<file path="config.mk">
export PLATFORM = sky130hd
export DESIGN_NAME = color_wheel_led_strip_encoder
export DESIGN_NICKNAME = d
export VERILOG_FILES = /design/src/rtl/cwlse_pkg.sv /design/src/rtl/color_wheel_led_strip_encoder.sv
export SDC_FILE = /design/constraint.sdc
export NUM_CORES = 1
export LEC_CHECK = 0
export BUFFER_PORTS_ARGS = -buffer_cell sky130_fd_sc_hd__clkbuf_2
export CORE_ASPECT_RATIO = 1.1
export CORE_MARGIN = 10
export CORE_UTILIZATION = 27
export CTS_BUF_LIST = sky130_fd_sc_hd__clkbuf_8 sky130_fd_sc_hd__clkbuf_16
export DETAILED_ROUTE_END_ITERATION = 6
export PLACE_DENSITY = 0.52
export SYNTH_ARGS = -nofsm -noshare
export SYNTH_HDL_FRONTEND = slang
export SYNTH_SLANG_ARGS = --single-unit
</file>
<file path="constraint.sdc">
create_clock -name clk -period 5.9 [get_ports clk]
set_input_delay 0.885 -clock clk [delete_from_list [all_inputs] [get_ports clk]]
set_output_delay 0.885 -clock clk [all_outputs]
set_load 0.03 [all_outputs]
</file>
<file path="src/rtl/cwlse_pkg.sv">
package cwlse_pkg;

    localparam int MAX_LEDS_DEF  = 64;
    localparam int ADDR_W        = 4;
    localparam int DATA_W        = 32;
    localparam int BITS_PER_LED  = 24;

    localparam logic [7:0] ONE_CODE_RST  = 8'hF0;
    localparam logic [7:0] ZERO_CODE_RST = 8'h80;
    localparam logic [6:0] LED_COUNT_RST = 7'd8;

    localparam logic [7:0] SEG_GREEN_BLUE = 8'd85;
    localparam logic [7:0] SEG_BLUE_RED   = 8'd170;
    localparam logic [7:0] WHEEL_TOP      = 8'd255;
    localparam logic [4:0] LAST_BIT       = 5'(BITS_PER_LED - 1);

    typedef enum logic [1:0]
    {
        IDX_ONE_CODE  = 2'd0,
        IDX_ZERO_CODE = 2'd1,
        IDX_LED_COUNT = 2'd2
    } reg_idx_t;

    typedef enum logic [1:0]
    {
        CH_GREEN = 2'd0,
        CH_RED   = 2'd1,
        CH_BLUE  = 2'd2
    } channel_t;

    function automatic logic [7:0] channel_value(input logic [7:0] pos, input logic [1:0] ch);
        logic [7:0] q;
        logic [7:0] q3;
        logic [7:0] r;
        logic [7:0] g;
        logic [7:0] b;
        logic [7:0] v;
        q  = 8'd0;
        if (pos < SEG_GREEN_BLUE)
        begin
            q = pos;
        end
        else if (pos < SEG_BLUE_RED)
        begin
            q = pos - SEG_GREEN_BLUE;
        end
        else
        begin
            q = pos - SEG_BLUE_RED;
        end
        q3 = q + {q[6:0], 1'b0};
        if (pos < SEG_GREEN_BLUE)
        begin
            r = WHEEL_TOP - q3;
            g = q3;
            b = 8'd0;
        end
        else if (pos < SEG_BLUE_RED)
        begin
            r = 8'd0;
            g = WHEEL_TOP - q3;
            b = q3;
        end
        else
        begin
            r = q3;
            g = 8'd0;
            b = WHEEL_TOP - q3;
        end
        case (ch)
            CH_GREEN: v = g;
            CH_RED:   v = r;
            default:  v = b;
        endcase
        return v;
    endfunction

endpackage

</file>
<file path="src/rtl/color_wheel_led_strip_encoder.sv">
// Colour-wheel LED strip encoder.
// Item channel (item_valid/item_ready, byte_request): a beat with byte_request
// high asks for the next serial byte of the frame; a beat with it low is an
// idle beat that gives nothing and changes nothing.
// Result channel (result_valid/result_ready): serial_byte is the one code or
// the zero code for the current colour bit (green, red, blue, MSB first);
// last_of_led marks the 24th byte of an LED, last_of_frame the final byte of
// the frame, after which the wheel position steps and reverses at the ends.
// result_valid rises in the cycle after the item beat. Throughput: one byte
// per cycle unless stalled, set by the single result register after the ramp.
// item_ready stays high while the result register is empty or being taken,
// so a stalled receiver holds the result and holds off further items.
// Reset clears the position, sweep direction and counters and loads the
// default codes (0xF0, 0x80) and an LED count of 8; no result is pending.
// Registers (APB, 4-byte stride): 0x0 one_code, 0x4 zero_code, 0x8 led_count.
module color_wheel_led_strip_encoder #(
    parameter int MAX_LEDS = cwlse_pkg::MAX_LEDS_DEF
)
(
    input  logic                          clk,
    input  logic                          rst_n,
    input  logic                          psel,
    input  logic                          penable,
    input  logic                          pwrite,
    input  logic [cwlse_pkg::ADDR_W-1:0]  paddr,
    input  logic [cwlse_pkg::DATA_W-1:0]  pwdata,
    output logic [cwlse_pkg::DATA_W-1:0]  prdata,
    output logic                          pready,
    input  logic                          item_valid,
    output logic                          item_ready,
    input  logic                          byte_request,
    output logic                          result_valid,
    input  logic                          result_ready,
    output logic [7:0]                    serial_byte,
    output logic                          last_of_led,
    output logic                          last_of_frame
);

    localparam int LIW  = (MAX_LEDS > 1) ? $clog2(MAX_LEDS) : 1;
    localparam int LCW  = $clog2(MAX_LEDS + 1);
    localparam int CMPW = ((LCW > 7) ? LCW : 7) + 1;

    logic [7:0]     one_code_reg;
    logic [7:0]     zero_code_reg;
    logic [6:0]     led_count_reg;
    logic [7:0]     wheel_position_reg;
    logic           sweep_up_reg;
    logic [LIW-1:0] led_index_reg;
    logic [4:0]     bit_index_reg;
    logic           result_valid_reg;
    logic [7:0]     serial_byte_reg;
    logic           last_of_led_reg;
    logic           last_of_frame_reg;

    logic [7:0]     wheel_position_next;
    logic           sweep_up_next;
    logic [LIW-1:0] led_index_next;
    logic [4:0]     bit_index_next;
    logic           result_valid_next;
    logic [7:0]     serial_byte_next;

    logic            cfg_write;
    logic            fire;
    logic [CMPW-1:0] count_ext;
    logic [CMPW-1:0] eff_count;
    logic [CMPW-1:0] led_num;
    logic [7:0]      chan_val;
    logic            cur_bit;
    logic            led_end;
    logic            frame_end;

    assign pready     = 1'b1;
    assign cfg_write  = psel && penable && pwrite;
    assign item_ready = !result_valid_reg || result_ready;
    assign fire       = item_valid && item_ready && byte_request;

    always_comb
    begin
        prdata = '0;
        case (paddr[3:2])
            cwlse_pkg::IDX_ONE_CODE:  prdata = cwlse_pkg::DATA_W'(one_code_reg);
            cwlse_pkg::IDX_ZERO_CODE: prdata = cwlse_pkg::DATA_W'(zero_code_reg);
            cwlse_pkg::IDX_LED_COUNT: prdata = cwlse_pkg::DATA_W'(led_count_reg);
            default:                  prdata = '0;
        endcase
    end

    always_comb
    begin
        count_ext = CMPW'(led_count_reg);
        if (count_ext == '0)
        begin
            eff_count = CMPW'(1);
        end
        else if (count_ext > CMPW'(MAX_LEDS))
        begin
            eff_count = CMPW'(MAX_LEDS);
        end
        else
        begin
            eff_count = count_ext;
        end
        led_num   = CMPW'(led_index_reg) + CMPW'(1);
        chan_val  = cwlse_pkg::channel_value(wheel_position_reg, bit_index_reg[4:3]);
        cur_bit   = chan_val[3'd7 - bit_index_reg[2:0]];
        led_end   = (bit_index_reg == cwlse_pkg::LAST_BIT);
        frame_end = led_end && (led_num >= eff_count);
        serial_byte_next = cur_bit ? one_code_reg : zero_code_reg;
    end

    always_comb
    begin
        wheel_position_next = wheel_position_reg;
        sweep_up_next       = sweep_up_reg;
        led_index_next      = led_index_reg;
        bit_index_next      = bit_index_reg;
        if (fire)
        begin
            if (!led_end)
            begin
                bit_index_next = bit_index_reg + 5'd1;
            end
            else
            begin
                bit_index_next = '0;
                if (!frame_end)
                begin
                    led_index_next = led_index_reg + LIW'(1);
                end
                else
                begin
                    led_index_next = '0;
                    if (sweep_up_reg)
                    begin
                        if (wheel_position_reg == cwlse_pkg::WHEEL_TOP)
                        begin
                            sweep_up_next = 1'b0;
                        end
                        else
                        begin
                            wheel_position_next = wheel_position_reg + 8'd1;
                        end
                    end
                    else
                    begin
                        if (wheel_position_reg == 8'd0)
                        begin
                            sweep_up_next = 1'b1;
                        end
                        else
                        begin
                            wheel_position_next = wheel_position_reg - 8'd1;
                        end
                    end
                end
            end
        end
        if (fire)
        begin
            result_valid_next = 1'b1;
        end
        else if (result_ready)
        begin
            result_valid_next = 1'b0;
        end
        else
        begin
            result_valid_next = result_valid_reg;
        end
    end

    always_ff @(posedge clk or negedge rst_n)
    begin
        if (!rst_n)
        begin
            one_code_reg       <= cwlse_pkg::ONE_CODE_RST;
            zero_code_reg      <= cwlse_pkg::ZERO_CODE_RST;
            led_count_reg      <= cwlse_pkg::LED_COUNT_RST;
            wheel_position_reg <= '0;
            sweep_up_reg       <= 1'b0;
            led_index_reg      <= '0;
            bit_index_reg      <= '0;
            result_valid_reg   <= 1'b0;
        end
        else
        begin
            if (cfg_write)
            begin
                case (paddr[3:2])
                    cwlse_pkg::IDX_ONE_CODE:  one_code_reg  <= pwdata[7:0];
                    cwlse_pkg::IDX_ZERO_CODE: zero_code_reg <= pwdata[7:0];
                    cwlse_pkg::IDX_LED_COUNT: led_count_reg <= pwdata[6:0];
                    default:                  one_code_reg  <= one_code_reg;
                endcase
            end
            wheel_position_reg <= wheel_position_next;
            sweep_up_reg       <= sweep_up_next;
            led_index_reg      <= led_index_next;
            bit_index_reg      <= bit_index_next;
            result_valid_reg   <= result_valid_next;
        end
    end

    always_ff @(posedge clk)
    begin
        if (fire)
        begin
            serial_byte_reg   <= serial_byte_next;
            last_of_led_reg   <= led_end;
            last_of_frame_reg <= frame_end;
        end
    end

    assign result_valid  = result_valid_reg;
    assign serial_byte   = serial_byte_reg;
    assign last_of_led   = last_of_led_reg;
    assign last_of_frame = last_of_frame_reg;

endmodule

</file>
# Word level (Yosys, flattened, before mapping)
# Cells that the tools add are included.
# classes
order_cmp	5
n_mux	25
n_reduce_logical	18
eq_ne	7
n_addsub	10
# ops
op	n
8-bit 2-to-1 mux	12
8-bit case mux with 3 select lines	1
8-bit case mux with 2 select lines	1
7-bit 2-to-1 mux	2
8-bit by 1-bit adder with 8-bit output (second input constant)	1
8-bit adder	1
8-bit == test (second input constant)	1
7-bit by 8-bit greater-or-equal comparator with 1-bit output	1
8-bit zero test	1
8-bit by 7-bit less-than comparator with 1-bit output (second input constant)	1
8-bit less-than comparator (second input constant)	1
2-bit AND reduction	4
8-bit by 1-bit subtractor with 8-bit output (second input constant)	1
8-bit by 7-bit subtractor with 8-bit output (second input constant)	1
8-bit subtractor (first input constant)	1
8-bit subtractor (second input constant)	1
6-bit by 1-bit adder with 7-bit output (second input constant)	1
7-bit > comparator (second input constant)	1
7-bit zero test	1
6-bit by 1-bit adder with 6-bit output (second input constant)	1
1-bit 2-to-1 mux	6
6-bit 2-to-1 mux	1
5-bit by 1-bit adder with 5-bit output (second input constant)	1
5-bit == test (second input constant)	1
other kinds (14)	21
# word_totals
word_cells	76
output_inout_bits	45
register_bits	54
inputBits	44

# Longest topological paths before layout
# logic_depth
ltp_word	11
mapped_depth	24
mapped_depth_nobuf	23

# Least setup slack after synthesis
# OpenSTA, ideal clock, no wires.
# synth_path
kind	register to register
from	reg wheel_position_reg[1]
to	reg serial_byte_reg[0] (netlist: serial_byte[0]) (data pin)
path_stages_with_launch	20
synth_period_minus_slack_ps	4874
required_time_ps	5640
setup_time_ps	260
arrival_time_ps	4614
path_buffers	1
path_slack_ps	1026
path_cell_list	dfrtp_1 -> inv_1 -> ha_1 -> and2b_2 -> o211ai_2 -> nand2_1 -> clkbuf_1 -> a21oi_1 -> a221oi_1 -> inv_1 -> fa_1 -> nor2b_1 -> o21ai_0 -> xnor2_1 -> ha_1 -> nor3_1 -> a2111oi_0 -> a22oi_1 -> o31ai_4 -> mux2_2
# synth_via
elab_chain_len	11
elab_cells_between_ends	18
cone_classes	add/sub (4); order compare (2); mux (12)
# synth_lines
item	line	rtl
start, declared	color_wheel_led_strip_encoder.sv:46	logic [7:0] wheel_position_reg;
start signal, assigned	color_wheel_led_strip_encoder.sv:196	wheel_position_reg <= wheel_position_next;
8-bit subtractor, or another cell as far along	cwlse_pkg.sv:49	q = pos - SEG_BLUE_RED;
8-bit 2-to-1 mux	cwlse_pkg.sv:43	else if (pos < SEG_BLUE_RED)
8-bit 2-to-1 mux	cwlse_pkg.sv:39	if (pos < SEG_GREEN_BLUE)
8-bit adder	cwlse_pkg.sv:51	q3 = q + {q[6:0], 1'b0};
8-bit subtractor	cwlse_pkg.sv:54, cwlse_pkg.sv:61, cwlse_pkg.sv:68	
8-bit 2-to-1 mux	cwlse_pkg.sv:58	else if (pos < SEG_BLUE_RED)
8-bit 2-to-1 mux	cwlse_pkg.sv:52	if (pos < SEG_GREEN_BLUE)
8-bit case mux with 2 select lines (*)	cwlse_pkg.sv:70	case (ch)
1-bit binary-select mux with 3-bit select (*)	color_wheel_led_strip_encoder.sv:105	cur_bit = chan_val[3'd7 - bit_index_reg[2:0]];
1-bit 2-to-1 mux (implied by the code) (*)	color_wheel_led_strip_encoder.sv:105	
8-bit 2-to-1 mux (*)	color_wheel_led_strip_encoder.sv:108	serial_byte_next = cur_bit ? one_code_reg : zero_code_reg;
via serial_byte_next[0]	color_wheel_led_strip_encoder.sv:60	logic [7:0] serial_byte_next;
end signal, assigned	color_wheel_led_strip_encoder.sv:208	serial_byte_reg <= serial_byte_next;
end, declared	color_wheel_led_strip_encoder.sv:51	logic [7:0] serial_byte_reg;
# Mark *: on every way through the listed nets, which the timed path passes. The rest lies on a longest branch. The select of a mux whose other input is x is not followed.
# A chain may end at the register's enable or synchronous reset.

# Final worst setup path
# layout_path
from	reg wheel_position_reg[0]
to	reg serial_byte_reg[0] (netlist: serial_byte[0]) (data pin)
# Same word-level chain as after synthesis.

==> summary.md <==
| Metric | Value |
|---|---|
| Fin Hold WS | 0.518 ns |
| Post-Syn Area per Cell | 9.49 µm² |
| Instance count along the most critical hold path | 2 |
| Initial antenna violation count | 0 |
| Largest net degree at the start of global routing | 45 |
| Aggregate global-route resource usage | 0.0933 |
| Setup CP Type | register to register |
| Number of antenna repair diodes | 0 |
| Area post-placement | 0.00461 mm² |
| H-Tree Depth | 2 |
| Crit Reg-Reg Startpoint | wheel_position_reg[0]$_DFFE_PN0P_ |
| PostCTS Resize Cnt | 0 |
| VDD IR max | 115 µV |
| Number of rows in the core area | 48 |
| Sequential fraction of the synthesis area | 0.329 |
| Worst reg-to-reg setup slack | 0.65 ns |
| Number of remaining DRC errors | 0 |
| Final design utilization | 0.305 |
| Maximum Capacitance Violations | 0 |
| CTS root buffer | sky130_fd_sc_hd__clkbuf_16 |
| Routed wire length per instance | 14.7 µm |
| Achievable Freq | 190 MHz |
| Destination of the worst hold path | sweep_up_reg$_DFFE_PN0P_ |
| Core footprint | 0.0156 mm² |
| Hold WC Path Type | register to register |
| Library cell with the largest summed area after synthesis | sky130_fd_sc_hd__dfrtp_1 |
| Vias after detailed routing | 3348 |
| DIE WIDTH | 140 µm |
| Final worst path period need | 5.25 ns |
| Total die area | 0.0213 mm² |
| HPWL after DPL | 7.80 mm |
| Synth Warn # | 0 |
| Share of the synthesized area in the top cell type | 0.222 |
| Avg Vias per Cell | 4.87 |
| Syn Std Cell Area | 0.00428 mm² |
| Worst-Skew Late Latency | 0.30 ns |
| Number of violations reported at the end of detailed-routing iteration 0 | 159 |
| First-pass iteration count of the detailed router | 4 |
| Global-route wire length before repair | 17.2 mm |
| Skew final | 0.00692 ns |
| Worst-path maximum fanout | 8 |
| Number of synthesized register bits | 54 |
| Die height | 152 µm |
| Quantity of I/O buffers inserted on ports | 37 |
| Hold path startpoint | sweep_up_reg$_DFFE_PN0P_ |
| Top flip-flop cell by instance count after synthesis | sky130_fd_sc_hd__dfrtp_1 |
| Final estimated routing congestion in global placement | 0.805 |
| TritonCTS buffer count | 5 |
| Total length of routed wires | 10.1 mm |
| Most numerous cell types in the synthesized netlist | sky130_fd_sc_hd__nand2_1 (41), sky130_fd_sc_hd__dfrtp_1 (38), sky130_fd_sc_hd__ha_1 (37), sky130_fd_sc_hd__mux2_2 (35), sky130_fd_sc_hd__o21ai_0 (29) |
| Effective utilization at floorplan | 0.274 |
| Async set-reset flop share out of synthesis | 0.815 |
| Startpoint types | register |
| Number of clock sinks | 54 |
| Total count of hold-check failures in the final report | 0 |
| Share of layout cells above drive strength 1 | 0.222 |
| Final TNS setup | 0 ns |
| Synthesis-to-finish area growth | 11.2% |
| Number of distinct library cells after synthesis | 62 |
| Top-Level Pins | 89 |
| CTS tree | yes |
| Clock slew seen by the registers of the worst setup and hold paths | 0.08 ns |
| Worst setup EP type | register |
| Final worst path period share | 0.890 |
| Most frequent cell after synthesis | sky130_fd_sc_hd__nand2_1 |
| Postcts setup bufs | 0 |
| Reg2Reg Depth | 18 |
| Final design instance area without fill | 0.00476 mm² |
| Pwr Total | 1.23 mW |
| CP Data Required Time | 5.94 ns |
| Number of flops mapped to enable cells by yosys | 10 |
| Setup violators final | 0 |
| Arrival time at the worst endpoint | 5.29 ns |
| GR Overflow Total | 0 |
| Post-DRT Antenna Nets | 0 |
| Tightest Pin Transition | 1.11 ns |
| Number of global-route vias before repair | 3353 |
| Static power due to leakage | 2.06 nW |
| Pwr/cell area | 258 mW/mm² |
| Number of slew-limit violations in the final report | 0 |
| R2R Path End | serial_byte[0]$_DFFE_PP_ |
| Total of hold buffers inserted after clock tree synthesis | 0 |
| Instance count of the mapped netlist | 451 |
| Run status | completed |
| Cells taking the most area after synthesis | sky130_fd_sc_hd__dfrtp_1 (22%), sky130_fd_sc_hd__ha_1 (11%), sky130_fd_sc_hd__mux2_2 (9.2%), sky130_fd_sc_hd__edfxtp_1 (7.0%), sky130_fd_sc_hd__buf_4 (4.6%) |
| Max Buffers Root-to-Sink | 2 |
| Rel. slew slack | 0.256 |
| RSZ-0062 raised after global routing | false |
| Count of nets after finishing | 569 |
[where the power goes]
part | switching (mW) | internal (mW)
clock network | 0.148 | 0.159
logic | 0.224 | 0.173
registers | 0.0688 | 0.456
[cell type report]
class / instances / area (µm²)
clock buffer: 5 / 125
clock inverter: 3 / 23.8
tap: 200 / 250
inverter: 18 / 67.6
timing repair buffer: 46 / 253
sequential: 54 / 1410
multi-input combinational: 361 / 2630
fill: 1653 / 10900
[per-layer routing]
| layer | up-vias | global-route usage | share of wire |
|---|---|---|---|
| li1 | 1649 | - | - |
| met1 | 1611 | 0.120 | 0.47 |
| met2 | 84 | 0.154 | 0.48 |
| met3 | 4 | 0.0206 | 0.051 |
| met4 | 0 | 0.0221 | 0.0054 |
| met5 | - | 0 | 0 |
[stage by stage]
step                cells  worst slack (ns)
detailed placement    679             0.616
global route          687             0.170
CTS                   687             0.603
global placement      679             0.712
finish                687             0.649
floorplan             474              1.03
[how the worst max path moves through the flow]
stage	start	to	slack [ns]	depth (start not counted)
after floorplan	wheel_position_reg[1]$_DFFE_PN0P_	serial_byte[0]$_DFFE_PP_	1.03	19
after global placement	wheel_position_reg[0]$_DFFE_PN0P_	serial_byte[2]$_DFFE_PP_	0.71	21
after detailed placement	wheel_position_reg[0]$_DFFE_PN0P_	serial_byte[0]$_DFFE_PP_	0.62	18
after CTS	wheel_position_reg[0]$_DFFE_PN0P_	serial_byte[5]$_DFFE_PP_	0.60	18
after global routing	wheel_position_reg[0]$_DFFE_PN0P_	serial_byte[0]$_DFFE_PP_	0.17	21
final	wheel_position_reg[0]$_DFFE_PN0P_	serial_byte[0]$_DFFE_PP_	0.65	18
[placed cells by master (no fill, tap or decap), types with 17 or more instances in the layout]
master                      n
sky130_fd_sc_hd__a21oi_1   23
sky130_fd_sc_hd__clkbuf_2  37
sky130_fd_sc_hd__conb_1    25
sky130_fd_sc_hd__dfrtp_1   38
sky130_fd_sc_hd__ha_1      37
sky130_fd_sc_hd__inv_1     17
sky130_fd_sc_hd__mux2_2    35
sky130_fd_sc_hd__nand2_1   41
sky130_fd_sc_hd__nor2_1    26
sky130_fd_sc_hd__o21ai_0   29
sky130_fd_sc_hd__xnor2_1   18
[logic make-up (layout without fill, tap and decap cells)]
group	Yosys count	count (layout)	share of synthesized area
simple gates	122	122	0.142
compound gates	103	103	0.162
buf+inv	59	72	0.0760
flops	54	54	0.329
mux	48	48	0.122
fa+ha+maj	39	39	0.117
xor+xnor	24	24	0.0491
other cells	2	25	0.00175
[critical path, cell delays in order, from the launching register on]
cell                        delay (ns)
sky130_fd_sc_hd__dfrtp_1          0.38
sky130_fd_sc_hd__inv_1            0.17
sky130_fd_sc_hd__ha_1             0.19
sky130_fd_sc_hd__and2b_2          0.28
sky130_fd_sc_hd__o211ai_2         0.27
sky130_fd_sc_hd__a21oi_1          0.25
sky130_fd_sc_hd__a221oi_1         0.46
sky130_fd_sc_hd__inv_1            0.12
sky130_fd_sc_hd__fa_1             0.48
sky130_fd_sc_hd__nor2b_1          0.16
sky130_fd_sc_hd__o21ai_0          0.13
sky130_fd_sc_hd__xnor2_1          0.39
sky130_fd_sc_hd__ha_1             0.23
sky130_fd_sc_hd__nor3_1           0.05
sky130_fd_sc_hd__a2111oi_0        0.38
sky130_fd_sc_hd__a22oi_1          0.20
sky130_fd_sc_hd__o31ai_4          0.27
sky130_fd_sc_hd__buf_4            0.22
sky130_fd_sc_hd__mux2_2           0.36
Note: power is estimated with default switching activity, not from simulation.
